===== config.mk =====
export PLATFORM = sky130hd
export DESIGN_NAME = mps_front
export DESIGN_NICKNAME = d
export VERILOG_FILES = /design/src/rtl/core/mps_pkg.sv /design/src/rtl/core/mps_front.sv
export SDC_FILE = /design/constraint.sdc
export NUM_CORES = 2
export LEC_CHECK = 0
export ABC_AREA = 1
export BUFFER_PORTS_ARGS = -buffer_cell sky130_fd_sc_hd__buf_2
export CAP_MARGIN = 40
export CORE_ASPECT_RATIO = 0.9
export CORE_UTILIZATION = 30
export DETAILED_ROUTE_END_ITERATION = 12
export GPL_ROUTABILITY_DRIVEN = 0
export PLACE_DENSITY = 0.52
export SETUP_SLACK_MARGIN = 0.1
export SLEW_MARGIN = 20
export SYNTH_ARGS = -nofsm -noshare
export SYNTH_HDL_FRONTEND = slang
export SYNTH_SLANG_ARGS = --single-unit

===== constraint.sdc =====
create_clock -name clk -period 23.2 [get_ports clk]
set_input_delay 4.64 -clock clk [delete_from_list [all_inputs] [get_ports clk]]
set_output_delay 4.64 -clock clk [all_outputs]
set_load 0.01 [all_outputs]

===== src/rtl/core/mps_pkg.sv =====
// ----------------------------------------------------------------------------
// mps_pkg
// Shared types, register indexes and constants of the Mandelbrot pixel shader.
// ----------------------------------------------------------------------------
package mps_pkg;

  // Configuration register indexes.
  localparam logic [2:0] REG_X_ORIGIN = 3'd0;
  localparam logic [2:0] REG_Y_ORIGIN = 3'd1;
  localparam logic [2:0] REG_X_STEP   = 3'd2;
  localparam logic [2:0] REG_Y_STEP   = 3'd3;
  localparam logic [2:0] REG_MAX_ITER = 3'd4;

  // Reset values of the configuration registers.
  localparam logic signed [31:0] RST_X_ORIGIN = -32'sd563714458;
  localparam logic signed [31:0] RST_Y_ORIGIN = -32'sd322122547;
  localparam logic [30:0]        RST_X_STEP   = 31'd134218;
  localparam logic [30:0]        RST_Y_STEP   = 31'd134218;
  localparam logic [15:0]        RST_MAX_ITER = 16'd500;

  // 4 * 255^2, the scale of the escape count in the gray level search.
  localparam logic [17:0] GRAY_SCALE = 18'd260100;

  typedef struct packed {
    logic signed [31:0] x_origin;
    logic signed [31:0] y_origin;
    logic [30:0]        x_step;
    logic [30:0]        y_step;
    logic [15:0]        max_iter;
  } cfg_t;

  // One point of the complex plane, handed from the front end to the back end.
  typedef struct packed {
    logic signed [31:0] cr;
    logic signed [31:0] ci;
  } point_t;

  function automatic logic signed [31:0] sat32(input logic signed [63:0] v);
    if (v > 64'sd2147483647) begin
      return 32'sh7fffffff;
    end else if (v < -64'sd2147483648) begin
      return 32'sh80000000;
    end else begin
      return v[31:0];
    end
  endfunction

endpackage


===== src/rtl/core/mps_front.sv =====
// ----------------------------------------------------------------------------
// mps_front
// Accepts pixel positions, clamps them and maps them to points of the plane.
// ----------------------------------------------------------------------------
module mps_front import mps_pkg::*; #(
  parameter int MAX_COLS = 8192,
  parameter int MAX_ROWS = 8192
) (
  input  logic        clk,
  input  logic        rst_n,
  input  cfg_t        cfg_i,
  input  logic        in_valid_i,
  output logic        in_ready_o,
  input  logic [12:0] col_i,
  input  logic [12:0] row_i,
  output logic        pt_valid_o,
  input  logic        pt_ready_i,
  output point_t      pt_o
);

  localparam logic [16:0] COL_LIM = 17'(MAX_COLS - 1);
  localparam logic [16:0] ROW_LIM = 17'(MAX_ROWS - 1);

  logic        valid_r;
  point_t      pt_r;
  logic [12:0] col_c;
  logic [12:0] row_c;
  logic [43:0] prod_x;
  logic [43:0] prod_y;
  logic [63:0] sum_x;
  logic [63:0] sum_y;
  point_t      pt_nxt;

  always_comb begin
    col_c  = ({4'd0, col_i} > COL_LIM) ? COL_LIM[12:0] : col_i;
    row_c  = ({4'd0, row_i} > ROW_LIM) ? ROW_LIM[12:0] : row_i;
    prod_x = 44'(col_c) * 44'(cfg_i.x_step);
    prod_y = 44'(row_c) * 44'(cfg_i.y_step);
    sum_x  = {{32{cfg_i.x_origin[31]}}, cfg_i.x_origin} + {20'd0, prod_x};
    sum_y  = {{32{cfg_i.y_origin[31]}}, cfg_i.y_origin} + {20'd0, prod_y};
    pt_nxt.cr = sat32(sum_x);
    pt_nxt.ci = sat32(sum_y);
  end

  assign in_ready_o = !valid_r || pt_ready_i;
  assign pt_valid_o = valid_r;
  assign pt_o       = pt_r;

  always_ff @(posedge clk) begin
    if (!rst_n) begin
      valid_r <= 1'b0;
    end else if (in_ready_o) begin
      valid_r <= in_valid_i;
    end
  end

  always_ff @(posedge clk) begin
    if (in_ready_o && in_valid_i) begin
      pt_r <= pt_nxt;
    end
  end

endmodule


==> results by group <==
Status
  – Outcome: finished, final reports clean

Synthesis
  – Synth Area per Inst: 6.850 um^2
  – Most common cell in the netlist: nand2_1
  – Post-synthesis mux area share: 0%
  – Syn Nets: 6354
  – Total number of yosys warnings: 0
  – Mapped Area: 36110 um^2
  – Cells after Synth: 5272
  – Ranking of synthesized cells by area: fa_1 35%, nand2_1 18%, inv_1 15%
  – Adder-cell share of the synthesized area: 44.84%
  – Synth Flop Type: edfxtp_1
  – Yosys top cell by area: fa_1
  – Synth top cells by count: 1779 x nand2_1, 1475 x inv_1, 640 x fa_1
  – Async set-reset flop share out of synthesis: 0%
  – Synth Area in Compound Gates: 4.452%
  – Synth cell types: 46
  – Flops & latches, synth: 65
  – Synth top area share: 35.48%
  – Post-synth EDFFs: 64
  – Simple-gate share of the synthesized area: 24.81%
  – Post-synthesis xor/xnor area fraction: 3.250%
  – Post-synthesis sequential area ratio: 5.377%
  – Largest family of logic cells by synthesized area: adder cells

Final layout
  – Share of cells above drive strength 1: 6.301%
  – Layout area overhead: 8.032%
  – Fill count: 13160
  – Final std cell area, no fill: 39010 um^2
  – Antenna cells: 0
  – Nets: 6441

STA
  – Final Max Slew Viols: 0
  – Worst-Margin Slew: 0.8758 ns
  – Hold slack: 0.5470 ns
  – Setup violators final: 0
  – Final worst path period need: 12.82 ns
  – FMAX: 77.99 MHz
  – Final Hold Viols: 0
  – Setup Skew: 0.007635 ns
  – RSZ-0062 raised after global routing: false
  – Sum of negative setup slack: 0 ns
  – Fin crit share: 55.27%
  – Relative slew slack: 41.61%

Clock tree
  – Max Buffers Root-to-Sink: 2
  – CTS Hold Buffers Added: 0
  – Clk slew on worst S/H paths: 0.05 ns
  – Post_cts resized: 0
  – CTS root buf: clkbuf_16
  – CTS tree: built
  – TritonCTS Buffers: 9
  – Setup Buffers After CTS: 0
  – Htree depth: 3
  – Clock latency on the worst-skew pair: 0.34 ns
  – Sink Count: 65

Setup path
  – Critical path's largest stage delay: 0.65 ns
  – Crit path max-delay cell type: buf_2
  – Reg2Reg Capture Point: pt_o[35]$_SDFFCE_PN1P_
  – CP most frequent cell: nand2_1
  – Flop2flop setup slack: 21.82 ns
  – Arrival time worst endpoint: 12.84 ns
  – Cell count of the worst reg-to-reg path: 3
  – Worst-path maximum fanout: 31
  – CP bufs+invs: 7
  – Top delay family on crit path: adder cells
  – RR Startpoint: pt_valid_o$_SDFFE_PN0N_
  – Kind of end point of the critical path: flop
  – Setup CP Type: in -> reg
  – Critical Path Source Type: input pin
  – CP Data Required Time: 23.22 ns

GRT
  – Vias in the first global route: 32312
  – First-pass GRT wire length: 174100 um
  – Initial antenna violation count: 5
  – Grt ovf: 0
  – Total GRT Usage: 17.96%
  – Largest net degree at the start of global routing: 65

Placement
  – Placed wire-length estimate: 88580 um
  – Placed cell area: 38590 um^2
  – IO Port Bufs: 221

Routing
  – DR iter-0 viols: 1888
  – Routed len/inst: 15.45 um
  – Via count: 31271
  – DR DRC count: 0
  – Antenna viol nets, final: 0
  – First-pass detailed-route iteration total: 6
  – Routed vias/inst: 4.499
  – Total Wirelength: 107400 um

Die
  – Row count: 120
  – Area of the core: 119200 um^2
  – Die W: 367.7 um
  – Die height: 331.1 um
  – Initial Utilization: 30.29%
  – Die area: 121800 um^2
  – IO Pins: 238

Run
  – Max cap viols: 0

Min path
  – Endpoint, Worst Hold: pt_valid_o$_SDFFE_PN0N_
  – Min-Delay Path Class: reg -> reg
  – Hold Path Origin: pt_valid_o$_SDFFE_PN0N_
  – Hold path depth: 2
## worst register-to-register path, delay by kind of cell, from the launching register on
kind	cells	cell delay [ns]
flops	1	0.34
buf+inv	2	0.51
compound gates	1	0.14
## worst max path at each step
stage / start / end / slack (ns) / cells past startpoint
3_3_place_gp: col_i[4] / pt_o[56]$_SDFFCE_PN1P_ / 9.90 / 32
5_1_grt: col_i[7] / pt_o[56]$_SDFFCE_PN1P_ / 9.70 / 39
3_5_place_dp: col_i[7] / pt_o[56]$_SDFFCE_PN1P_ / 10.01 / 39
2_1_floorplan: cfg_i[54] / pt_o[32]$_SDFFCE_PN1P_ / 12.07 / 33
6_report: col_i[7] / pt_o[52]$_SDFFCE_PN1P_ / 10.38 / 39
4_1_cts: col_i[7] / pt_o[56]$_SDFFCE_PN1P_ / 10.36 / 39
## cell usage in the layout, fill, tap and decap left out, drive strengths merged
| master | netlist | routed |
|---|---|---|
| nor3 | 19 | 19 |
| edfxtp | 64 | 64 |
| buf | 12 | 227 |
| or2 | 1 | 1 |
| xor2 | 84 | 84 |
| nand3 | 92 | 92 |
| nand4 | 33 | 33 |
| a31oi | 21 | 21 |
| xnor2 | 50 | 50 |
| o221a | 1 | 1 |
| clkbuf | 140 | 11 |
| inv | 1489 | 1489 |
| a21oi | 159 | 159 |
| o221ai | 1 | 1 |
| a21boi | 5 | 5 |
| a2111oi | 1 | 1 |
| o2111ai | 1 | 1 |
| ha | 270 | 270 |
| nand2 | 1808 | 1808 |
| nor4 | 3 | 3 |
| nor2 | 260 | 260 |
| and2 | 6 | 6 |
| and3 | 1 | 1 |
| o21bai | 19 | 19 |
| a211oi | 1 | 1 |
| bufinv | 0 | 3 |
| clkinv | 0 | 3 |
| o211ai | 2 | 2 |
| o21a | 4 | 4 |
| nand3b | 11 | 11 |
| a21o | 15 | 15 |
| dfxtp | 1 | 1 |
| o21ai | 58 | 58 |
| fa | 640 | 640 |
## metal layers
layer / routed length (um) / global-route usage, % / part of all wire [%] / vias up
met5: 63 / 0 / 0.059 / -
met4: 1126 / 2.544 / 1.0 / 10
met3: 5847 / 1.839 / 5.4 / 82
met2: 49900 / 30.64 / 46 / 766
met1: 50450 / 25.03 / 47 / 15130
li1: - / - / - / 15283
## cell families after synthesis
| family | after synthesis |
|---|---|
| flops | 65 |
| xor+xnor | 134 |
| compound gates | 288 |
| fa+ha+maj | 910 |
| buf+inv | 1641 |
| simple gates | 2234 |
## sequential cells by signal, indices dropped and copies added (netlist names)
signal,count
pt_o,64
pt_valid_o,1
## per-stage QoR
step,cells,util [%],worst slack [ns]
2_1_floorplan,5272,-,12.07
3_3_place_gp,6928,32.35,9.896
3_5_place_dp,6930,32.37,10.01
4_1_cts,6946,32.65,10.36
5_1_grt,6950,32.72,9.695
6_report,6950,32.72,10.38
## layout make-up
cell class | instances | area, um^2 | area share, %
clock buffer | 10 | 229.0 | 0.5869
clock inverter | 6 | 106.4 | 0.2726
inverter | 1489 | 5589 | 14.33
multi-input combinational | 3566 | 27940 | 71.63
sequential | 65 | 1942 | 4.978
tap | 1586 | 1984 | 5.087
timing repair buffer | 228 | 1219 | 3.124
Power is not shown: default switching activity piles up to over one toggle a cycle in this logic, so the estimate is an artifact.
