## config.mk

```make
export PLATFORM = sky130hd
export DESIGN_NAME = mps_queue
export DESIGN_NICKNAME = d
export VERILOG_FILES = /design/src/rtl/core/mps_pkg.sv /design/src/rtl/core/mps_queue.sv
export SDC_FILE = /design/constraint.sdc
export NUM_CORES = 1
export LEC_CHECK = 0
export BUFFER_PORTS_ARGS = -buffer_cell sky130_fd_sc_hd__buf_2
export CORE_MARGIN = 1.5
export CORE_UTILIZATION = 56
export DETAILED_ROUTE_END_ITERATION = 16
export GPL_TIMING_DRIVEN = 0
export PLACE_DENSITY = 0.95
export SETUP_SLACK_MARGIN = 0.02
export SYNTH_ARGS = -nofsm -noshare
export SYNTH_HDL_FRONTEND = slang
export SYNTH_SLANG_ARGS = --single-unit
```

## constraint.sdc

```tcl
create_clock -name clk -period 4.7 [get_ports clk]
set_input_delay 0.235 -clock clk [delete_from_list [all_inputs] [get_ports clk]]
set_output_delay 0.235 -clock clk [all_outputs]
set_load 0.05 [all_outputs]
```

## src/rtl/core/mps_pkg.sv

```systemverilog
// ----------------------------------------------------------------------------
// mps_pkg
// Shared types, register indexes and constants of the Mandelbrot pixel shader.
// ----------------------------------------------------------------------------
package mps_pkg;

  // Configuration register indexes.
  localparam logic [2:0] REG_X_ORIGIN = 3'd0;
  localparam logic [2:0] REG_Y_ORIGIN = 3'd1;
  localparam logic [2:0] REG_X_STEP   = 3'd2;
  localparam logic [2:0] REG_Y_STEP   = 3'd3;
  localparam logic [2:0] REG_MAX_ITER = 3'd4;

  // Reset values of the configuration registers.
  localparam logic signed [31:0] RST_X_ORIGIN = -32'sd563714458;
  localparam logic signed [31:0] RST_Y_ORIGIN = -32'sd322122547;
  localparam logic [30:0]        RST_X_STEP   = 31'd134218;
  localparam logic [30:0]        RST_Y_STEP   = 31'd134218;
  localparam logic [15:0]        RST_MAX_ITER = 16'd500;

  // 4 * 255^2, the scale of the escape count in the gray level search.
  localparam logic [17:0] GRAY_SCALE = 18'd260100;

  typedef struct packed {
    logic signed [31:0] x_origin;
    logic signed [31:0] y_origin;
    logic [30:0]        x_step;
    logic [30:0]        y_step;
    logic [15:0]        max_iter;
  } cfg_t;

  // One point of the complex plane, handed from the front end to the back end.
  typedef struct packed {
    logic signed [31:0] cr;
    logic signed [31:0] ci;
  } point_t;

  function automatic logic signed [31:0] sat32(input logic signed [63:0] v);
    if (v > 64'sd2147483647) begin
      return 32'sh7fffffff;
    end else if (v < -64'sd2147483648) begin
      return 32'sh80000000;
    end else begin
      return v[31:0];
    end
  endfunction

endpackage

```

## src/rtl/core/mps_queue.sv

```systemverilog
// ----------------------------------------------------------------------------
// mps_queue
// Two-entry queue of points between the front end and the back end.
// ----------------------------------------------------------------------------
module mps_queue import mps_pkg::*; (
  input  logic   clk,
  input  logic   rst_n,
  input  logic   push_valid_i,
  output logic   push_ready_o,
  input  point_t push_data_i,
  output logic   pop_valid_o,
  input  logic   pop_ready_i,
  output point_t pop_data_o
);

  point_t     mem_r [2];
  logic       wr_ptr_r;
  logic       rd_ptr_r;
  logic [1:0] count_r;
  logic       push;
  logic       pop;

  assign push_ready_o = (count_r != 2'd2);
  assign pop_valid_o  = (count_r != 2'd0);
  assign pop_data_o   = mem_r[rd_ptr_r];
  assign push         = push_valid_i && push_ready_o;
  assign pop          = pop_valid_o && pop_ready_i;

  always_ff @(posedge clk) begin
    if (!rst_n) begin
      wr_ptr_r <= 1'b0;
      rd_ptr_r <= 1'b0;
      count_r  <= 2'd0;
    end else begin
      if (push) begin
        wr_ptr_r <= !wr_ptr_r;
      end
      if (pop) begin
        rd_ptr_r <= !rd_ptr_r;
      end
      if (push && !pop) begin
        count_r <= count_r + 2'd1;
      end else if (pop && !push) begin
        count_r <= count_r - 2'd1;
      end
    end
  end

  always_ff @(posedge clk) begin
    if (push) begin
      mem_r[wr_ptr_r] <= push_data_i;
    end
  end

endmodule

```

==> out/metrics.csv, run 1 <==
stage,metric,value,unit
synth,synth_top_area_frac,0.791,
global_routing,grt.total_usage,0.232,
layout,drive_gt1_frac,0.529,
power,peakVddDrop,0.000493,V
job,drv_cap,0,
floorplan,initial_utilization,0.585,
floorplan,die_h,96.1,µm
clocking,clock_sinks,133,
synth,yosysTopAreaCell,edfxtp_1,
global_routing,grt_pass1_vias,3039,
synth,syn_area,4860,µm²
floorplan,die_x,96.1,µm
timing,min_period_over_period,0.452,
drt,vias_per_cell,5.16,
global_routing,grt_max_degree,65,
timing,period_needed,2.12,ns
clocking,clk_pin_slew,0.06,ns
synth,ys_types,20,
floorplan,die_area,9240,µm²
clocking,post_cts_buffers,0,
timing,fin_skew,0.0107,ns
synth,synth-async-reset-ratio,0,
timing,max_freq,471,MHz
layout,num_antenna_cells,0,
drt,drc_errors,0,
synth,syn_inst,223,
clocking,hold_buffers,65,
timing,rsz0062_at_grt,no,
synth,seq_area_frac_synth,0.812,
layout,fin_area,6910,µm²
synth,netlist_top_cells_area,"edfxtp_1, mux2_2, dfxtp_1",
floorplan,row_count,33,
layout,fin_cells,557,
hold_path,hold_path.class,in2reg,
placement,hpwl,5.39,mm
outcome,status,completed,
timing,fin_tns_setup,0,ns
global_routing,grt_overflow,0,
global_routing,antenna_found_initial,0,
worst_setup_path,worstPathArrival,1.89,ns
timing,worst_slew_pin_slew,0.876,ns
drt,vias,2874,
synth,yosysMostFrequentCell,edfxtp_1,
worst_setup_path,crit_path_end_kind,output pin,
worst_setup_path,cp-start-kind,flop,
clocking,htreeDepth,4,
layout,layout.nets,510,
synth,syn_area_per_cell,21.8,µm²
worst_setup_path,criticalPathCategory,reg2out,
synth,synth_edf_count,128,
drt,dr.first_iter.drc_count,125,
floorplan,core_area,8300,µm²
global_routing,grt_pass1_wl,15.0,mm
clocking,cts_resized,0,
power,p_leak,2.64,nW
layout,syn_to_final_growth,42.2,%
timing,finalMaxSlewViolations,0,
worst_setup_path,r2r_start,count_r[0],
timing,relSlewSlack,0.416,
floorplan,ios,134,
worst_setup_path,worstPathMaxFanout,10,
synth,synth_ff_type,edfxtp_1,
placement,placed_cells,462,
drt,drtPass1Iterations,5,
placement,place_congestion,0.664,
synth,netlist_top_cells_count,"edfxtp_1, mux2_2, buf_4",
drt,postRouteAntennaNets,0,
synth,synthesis.nets,292,
power,power_density,611,nW/µm²
synth,yosys_warnings,0,
placement,io_buffers,133,
timing,hold_viol,0,
clocking,cts_root_buffer,clkbuf_8,
synth,yosys_register_bits,133,
clocking,clk_path_buf_depth,2,
hold_path,holdCritStartpoint,push_valid_i,
timing,setup_viol,0,
worst_setup_path,cp.required,4.47,ns
clocking,cts_buffers,17,
clocking,cts_tree,done,
drt,wl,10.4,mm
clocking,clkLatencyLatePin,0.50,ns
layout,final_core_util,0.832,
drt,routedWlPerCell,18.6,µm
placement,placed_area,5680,µm²
## placed cells by master (no fill, tap or decap), types with 2 or more instances in the layout
cell and n:
and2_1 4, buf_2 134, buf_4 6, bufinv_16 3, clkbuf_16 16, clkinv_2 2, clkinv_4 4, clkinvlp_4 3
dfxtp_1 5, dlygate4sd3_1 65, edfxtp_1 128, mux2_2 64, xnor2_1 2
## flip-flops by register name, indices dropped and copies added, names as in the netlist, named ones only
signal and cells:
mem_r 128, rd_ptr_r 1, count_r 2, wr_ptr_r 1
## through the flow
step | worst slack [ns] | hold WS (ns) | power [mW]
finish | 2.58 | 0.103 | 4.22
global route | 2.51 | 0.125 | 4.36
CTS | 2.54 | 0.0606 | 4.21
detailed placement | 2.83 | 0.426 | 2.91
global placement | 1.45 | 0.422 | 2.88
floorplan | 2.04 | 0.334 | 2.62
## cells by family after synthesis
family	count (synthesis)	synth area share
compound gates	5	0.00721
xor+xnor	3	0.00541
fa+ha+maj	1	0.00258
buf+inv	8	0.0111
flops	133	0.812
mux	64	0.148
simple gates	9	0.0134
## power breakdown
group / internal (mW) / switching (mW)
Sequential: 1.48 / 0.0490
Combinational: 0.427 / 0.995
Clock: 0.800 / 0.463
Total: 2.71 / 1.51
## worst paths after layout
| check | endpoint | slack [ns] | depth (start not counted) |
|---|---|---|---|
| setup / recovery | pop_data_o[25] | 2.58 | 4 |
| hold / removal | wr_ptr_r | 0.10 | 3 |
| setup reg to reg | mem_r[0][15] | 2.79 | 4 |
| hold reg to reg | count_r[1] | 0.59 | 2 |
## final cells by class
type / count / area (µm²)
Tap cell: 105 / 131
Timing Repair Buffer: 199 / 1340
Sequential cell: 133 / 3940
Clock inverter: 13 / 161
Clock buffer: 17 / 414
Buffer: 7 / 50.0
Fill cell: 380 / 1390
Multi-Input combinational cell: 82 / 865
Inverter: 1 / 3.75
## worst max-delay path, stage by stage, from the launching register on
cell and delay [ns]:
dfxtp_1 0.30, buf_2 0.24, buf_4 0.26, mux2_2 0.38
buf_2 0.22
## routing by layer
layer	up-vias	wire length, µm	track usage
met4	0	157	0.0907
met3	13	663	0.0695
li1	1319	-	-
met1	1419	3740	0.243
met2	123	5820	0.431
met5	-	0	0
(Power assumes the default switching activity.)
==> run 2, diff against run 1 <==
ABC_AREA = 1   (was not set)
CORE_UTILIZATION = 52   (was 56)
PLACE_DENSITY = 0.89   (was 0.95)
clock period = 2.2 ns   (was 4.7 ns; I/O delays follow)
==> run 2 against run 1 <==
Effect of this change: global-route usage decreased by 4.1 points; sequential power is 120% higher; total power increased by 120%; non-clock buffer count is 3 higher; critical endpoint is now pop_data_o[58]; largest cell class unchanged.
==> out/metrics.csv, run 2 <==
stage,metric,value,unit,change
floorplan,core_area,9680,µm²,+17%
hold_path,holdCritStartpoint,pop_ready_i,,
clocking,clk_pin_slew,0.05,ns,about the same
timing,max_freq,543,MHz,
timing,setup_ws,0.358,ns,-2.22 ns
synth,netlist_top_cells_area,"edfxtp_1, mux2_4, buf_12",,
floorplan,row_count,36,,+9.1%
synth,synth_ff_type,edfxtp_1,,
outcome,status,completed,,
global_routing,grt_max_degree,31,,-52%
placement,hpwl,5.93,mm,+10%
layout,final_common_cell,buf_2,,
synth,syn_area,5160,µm²,+6.3%
power,p_leak,2.94,nW,+11%
synth,seq_area_frac_synth,0.764,,-0.0478
power,power_density,1260,nW/µm²,+110%
drt,postRouteAntennaNets,0,,unchanged
worst_setup_path,r2r_start,count_r[0],,
worst_setup_path,r2r_end,mem_r[0][24],,
clocking,hold_buffers,65,,unchanged
synth,synth-async-reset-ratio,0,,unchanged
worst_setup_path,criticalPathCategory,reg2out,,
timing,fin_skew,0.00796,ns,-0.00271 ns
worst_setup_path,reg2reg_slack,0.49,ns,-2.30 ns
timing,rsz0062_at_grt,no,,
drt,vias,2911,,+1.3%
timing,min_period_over_period,0.837,,
synth,syn_inst,236,,+5.8%
drt,wl,9.85,mm,-5.0%
global_routing,grt_pass1_wl,14.4,mm,-4.4%
drt,drtPass1Iterations,4,,-1
global_routing,grt_overflow,0,,unchanged
layout,top_regs,"mem_r x128, count_r x2",,
timing,relSlewSlack,0.731,,+0.315
drt,dr.first_iter.drc_count,97,,-22%
synth,syn_area_per_cell,21.9,µm²,+0.41%
timing,setup_viol,0,,unchanged
timing,period_needed,1.84,ns,
power,peakVddDrop,0.000840,V,+70%
drt,drc_errors,0,,unchanged
floorplan,initial_utilization,0.533,,-0.0523
clocking,htreeDepth,4,,unchanged
floorplan,die_area,10500,µm²,+14%
synth,synth_top_area_frac,0.745,,-0.0466
global_routing,grt.total_usage,0.191,,-0.0406
timing,worst_slew_pin_slew,0.403,ns,-0.473 ns
floorplan,die_x,103,µm,+6.8%
drt,routedWlPerCell,16.4,µm,-12%
clocking,cts_resized,0,,unchanged
timing,hold-worst-slack,0.0418,ns,-0.0610 ns
worst_setup_path,crit_path_end_kind,output pin,,
timing,hold_viol,0,,unchanged
floorplan,die_h,103,µm,+6.8%
synth,yosys_warnings,0,,unchanged
job,drv_cap,0,,unchanged
layout,layout.nets,526,,+3.1%
synth,synthesis.nets,305,,+4.5%
synth,netlist_top_cells_count,"edfxtp_1, mux2_4, nand2_1",,
synth,yosysTopAreaCell,edfxtp_1,,
layout,syn_to_final_growth,42.0,%,
floorplan,ios,134,,unchanged
worst_setup_path,worstPathArrival,1.73,ns,-0.16 ns
clocking,clk_path_buf_depth,2,,unchanged
placement,place_congestion,0.755,,+14%
worst_setup_path,cp-start-kind,flop,,
worst_setup_path,cp.required,2.09,ns,-2.38 ns
clocking,cts_root_buffer,clkbuf_8,,
layout,num_antenna_cells,0,,unchanged
global_routing,grt_pass1_vias,3029,,-0.33%
placement,io_buffers,133,,unchanged
clocking,clock_sinks,133,,unchanged
timing,finalMaxSlewViolations,0,,unchanged
synth,synth_edf_count,128,,unchanged
global_routing,antenna_found_initial,0,,unchanged
worst_setup_path,worstPathMaxFanout,10,,unchanged
clocking,cts_tree,done,,
hold_path,whs_path_depth,4,,+1
worst_setup_path,ff2ff_path_depth,5,,+1
clocking,post_cts_buffers,0,,unchanged
placement,pre_cts_slack,0.490,ns,-2.34 ns
synth,yosys_register_bits,133,,unchanged
synth,yosysMostFrequentCell,edfxtp_1,,
layout,top_register,mem_r,,
layout,largest_reg_flops,128,,unchanged
layout,mostFrequentLayoutCells,"buf_2, edfxtp_1, dlygate4sd3_1",,
synth,ys_types,15,,-25%
drt,vias_per_cell,4.84,,-6.3%
clocking,cts_buffers,17,,unchanged
clocking,clkLatencyLatePin,0.50,ns,about the same
layout,drive_gt1_frac,0.505,,-0.0234
hold_path,hold_path.class,in2reg,,
run 2: cell types whose count changed after synthesis, moves of 7 or more:
cell,previous run,this run
nor2_1,0,8
mux2_2,64,4
mux2_4,0,60
inv_1,1,8
nand2_1,0,9
run 2: per-layer routing:
metal  GRT usage  routed length (µm)  share of wire  up-vias
met5           0                   0              0        -
met4      0.0780                 175          0.018        0
met3      0.0644                 475          0.048       16
met2       0.366                5540           0.56      113
met1       0.188                3660           0.37     1418
li1            -                   -              -     1364
run 2: through the flow:
step,cell area (µm²),TNS [ns],power (mW),utilization,instances
global route,7330,0,9.57,0.757,602
floorplan,5180,0,5.81,-,236
detailed placement,6100,0,6.45,0.629,506
CTS,7330,0,9.31,0.757,602
global placement,6020,-41.70,6.32,0.621,502
finish,7330,0,9.24,0.757,602
run 2: cell families (layout without fill, tap and decap cells):
logic type,Yosys count,after routing,share of synthesized area
DFF,133,133,0.764
muxes,64,64,0.183
and+or+nand+nor,19,19,0.0145
buffers and inverters,15,248,0.0313
AOI/OAI and AO/OA,4,4,0.00436
adders and majority gates,1,1,0.00242
run 2: how the worst max path moves through the flow:
stage | to | cells past startpoint | slack, ns | start
final | pop_data_o[58] | 4 | 0.36 | flop
after global routing | pop_data_o[13] | 4 | 0.28 | flop
after CTS | pop_data_o[5] | 4 | 0.32 | flop
after detailed placement | mem_r[0][35] | 5 | 0.49 | count_r[0]
after global placement | mem_r[0][35] | 4 | -0.34 | count_r[0]
after floorplan | mem_r[0][0] | 4 | 0.02 | count_r[0]
run 2: layout make-up:
cell class	instances	area [µm²]
Clock buffer	19	422
Fill cell	555	2350
Inverter	8	30.0
Multi-Input combinational cell	88	1080
Timing Repair Buffer	202	1400
Tap cell	133	166
Buffer	7	131
Clock inverter	12	161
Sequential cell	133	3940
run 2: worst max-delay path, cell delays in order, from the launching register on:
cell and delay [ns]:
dfxtp_1 0.32, buf_6 0.20, buf_12 0.17, mux2_4 0.32, buf_2 0.21
run 2: power by group:
part / internal, mW / total, mW / switching (mW)
Clock: 1.81 / 2.75 / 0.939
Sequential: 3.20 / 3.31 / 0.112
Combinational: 1.12 / 3.17 / 2.06
Total: 6.13 / 9.24 / 3.11
==> run 3, diff against run 2 <==
ABC_AREA = 0   (was 1)
CORE_UTILIZATION = 47   (was 52)
PLACE_DENSITY = 0.86   (was 0.89)
clock period = 1.5 ns   (was 2.2 ns; I/O delays follow)
==> run 3 against run 2 <==
Effect of this change: the run now ends with setup timing left; die area rose by 4.0%; via count rose by 1.1%; cell count rose by 0.50%; clock skew barely moved; critical path depth did not move; setup slack got worse by 0.63 ns; count of clock-buffer cells in the layout rose by 5; critical path type unchanged; critical endpoint is now pop_data_o[40]; largest power group is now combinational cells.
==> out/metrics.csv, run 3 (synthesized netlist as in run 1, its figures left out) <==
stage,metric,value,unit,change
floorplan,core_area,9910,µm²,+2.3%
clocking,htreeDepth,4,,unchanged
global_routing,met1_usage,0.197,,+0.00905
floorplan,ios,134,,unchanged
worst_setup_path,worstPathMaxFanout,10,,unchanged
timing,relSlewSlack,0.786,,+0.0550
clocking,cts_root_buffer,clkbuf_8,,
layout,final_common_cell,edfxtp_1,,
global_routing,grt.total_usage,0.191,,about the same
hold_path,hold_path.class,in2reg,,
timing,rsz0062_at_grt,yes,,
floorplan,die_h,105,µm,+2.0%
timing,hold_viol,0,,unchanged
drt,vias_per_cell,4.86,,+0.56%
layout,largest_reg_flops,128,,unchanged
timing,period_needed,1.77,ns,
worst_setup_path,cp-start-kind,flop,,
drt,postRouteAntennaNets,0,,unchanged
timing,setup_ws,-0.271,ns,-0.629 ns
power,p_leak,3.01,nW,+2.3%
placement,hpwl,5.35,mm,-9.8%
floorplan,die_x,105,µm,+2.0%
global_routing,grt_max_degree,33,,+6.5%
worst_setup_path,ff2ff_path_depth,6,,+1
layout,syn_to_final_growth,61.6,%,
clocking,cts_buffers,17,,unchanged
layout,num_antenna_cells,0,,unchanged
worst_setup_path,worstPathArrival,1.70,ns,-0.03 ns
timing,setup_viol,64,,+64
layout,layout.nets,528,,+0.38%
global_routing,grt_pass1_wl,15.6,mm,+8.6%
outcome,violations,setup timing,,
timing,min_period_over_period,1.18,,
clocking,clk_pin_slew,0.06,ns,about the same
drt,wl,11.3,mm,+15%
placement,placed_cells,490,,-3.2%
layout,fin_cells,605,,+0.50%
worst_setup_path,cp.required,1.42,ns,-0.67 ns
floorplan,initial_utilization,0.490,,-0.0428
global_routing,grt_pass1_vias,3183,,+5.1%
drt,dr.first_iter.drc_count,66,,-32%
timing,worst_slew_pin_slew,0.318,ns,-0.0849 ns
timing,fin_skew,0.00757,ns,-0.000381 ns
clocking,clkLatencyLatePin,0.52,ns,+0.02 ns
clocking,cts_tree,done,,
worst_setup_path,crit_path_end_kind,output pin,,
drt,drc_errors,0,,unchanged
placement,io_buffers,133,,unchanged
layout,mostFrequentLayoutCells,"edfxtp_1, dlygate4sd3_1, buf_2",,
job,drv_cap,0,,unchanged
clocking,clk_path_buf_depth,2,,unchanged
power,power_density,1930,nW/µm²,+53%
power,peakVddDrop,0.00111,V,+32%
drt,routedWlPerCell,18.8,µm,+15%
floorplan,row_count,36,,unchanged
drt,drtPass1Iterations,4,,unchanged
outcome,status,"finished, violations left",,
power,total_power,15.1,mW,+64%
worst_setup_path,criticalPathCategory,reg2out,,
placement,place_congestion,0.688,,-8.9%
floorplan,die_area,11000,µm²,+4.0%
drt,vias,2942,,+1.1%
clocking,clock_sinks,133,,unchanged
timing,finalMaxSlewViolations,0,,unchanged
hold_path,whs_path_depth,2,,-2
layout,top_register,mem_r,,
global_routing,antenna_found_initial,0,,unchanged
global_routing,grt_busiest_layer,met2,,
global_routing,use_met2,0.346,,-0.0194
layout,top_regs,"mem_r x128, count_r x2",,
global_routing,grt_util_met3,0.0705,,+0.00609
timing,max_freq,565,MHz,
global_routing,grt_overflow,0,,unchanged
layout,drive_gt1_frac,0.557,,+0.0519
-- run 3: cell types whose count changed in the layout (fill, tap and decap cells not counted), sizes merged, moves of 2 or more --
cell,delta
clkinv,-3
clkinvlp,+2
and2,+4
clkbuf,+8
and3,+4
nor2,-8
a21boi,+2
xnor2,+2
buf,+6
dlygate4sd3,+2
nand2,-9
inv,-8
-- run 3: area by class of cell --
type,count,area [µm²]
Buffer,7,135
Clock buffer,24,490
Clock inverter,8,120
Fill cell,510,2060
Inverter,1,7.51
Multi-Input combinational cell,85,995
Sequential cell,133,3960
Tap cell,133,166
Timing Repair Buffer,213,1970
Timing Repair inverter,1,7.51
-- run 3: layer usage --
metal,vias to the layer above,part of all wire
met5,-,0
met4,0,0.016
met3,16,0.041
met2,107,0.56
met1,1448,0.39
li1,1371,-
-- run 3: path summary, 6_finish.rpt --
| path | startpoint | endpoint | slack (ns) |
|---|---|---|---|
| setup / recovery | flop | pop_data_o[40] | -0.27 |
| hold / removal | push_data_i[9] | mem_r[0][9] | 0.28 |
| setup reg to reg | count_r[0] | count_r[1] | 0.02 |
| hold reg to reg | rd_ptr_r | flop | 0.58 |
-- run 3: critical path: stages (launching register included) --
cell	delay, ns
dfxtp_4	0.37
buf_12	0.15
buf_12	0.13
mux2_2	0.36
buf_6	0.16
-- run 3: stage by stage --
stage | setup slack (ns) | TNS [ns] | cell area (µm²) | hold WS, ns | util
floorplan | -0.555 | -61.50 | 4860 | 0.174 | -
global placement | -0.964 | -104.08 | 5700 | 0.262 | 0.575
detailed placement | -0.650 | -49.98 | 5720 | 0.266 | 0.577
CTS | -0.305 | -18.01 | 7340 | 0.0000241 | 0.740
global route | -0.322 | -18.51 | 7850 | 0.266 | 0.792
finish | -0.271 | -15.41 | 7850 | 0.277 | 0.792
-- run 3: what timing repair did --
| action | CTS | global route |
|---|---|---|
| gates cloned | 2 | 4 |
| buffers inserted | 8 | 2 |
| pin swaps | 5 | 1 |
| setup endpoints to repair | 194 | 177 |
| resized for setup | 91 | 112 |
| hold endpoints to repair | 133 | 1 |
| hold buffers | 66 | 1 |
-- run 3: power by group --
part	switching [mW]	internal (mW)	total, mW
clock network	1.44	2.75	4.19
logic	3.44	2.67	6.11
registers	0.170	4.66	4.83
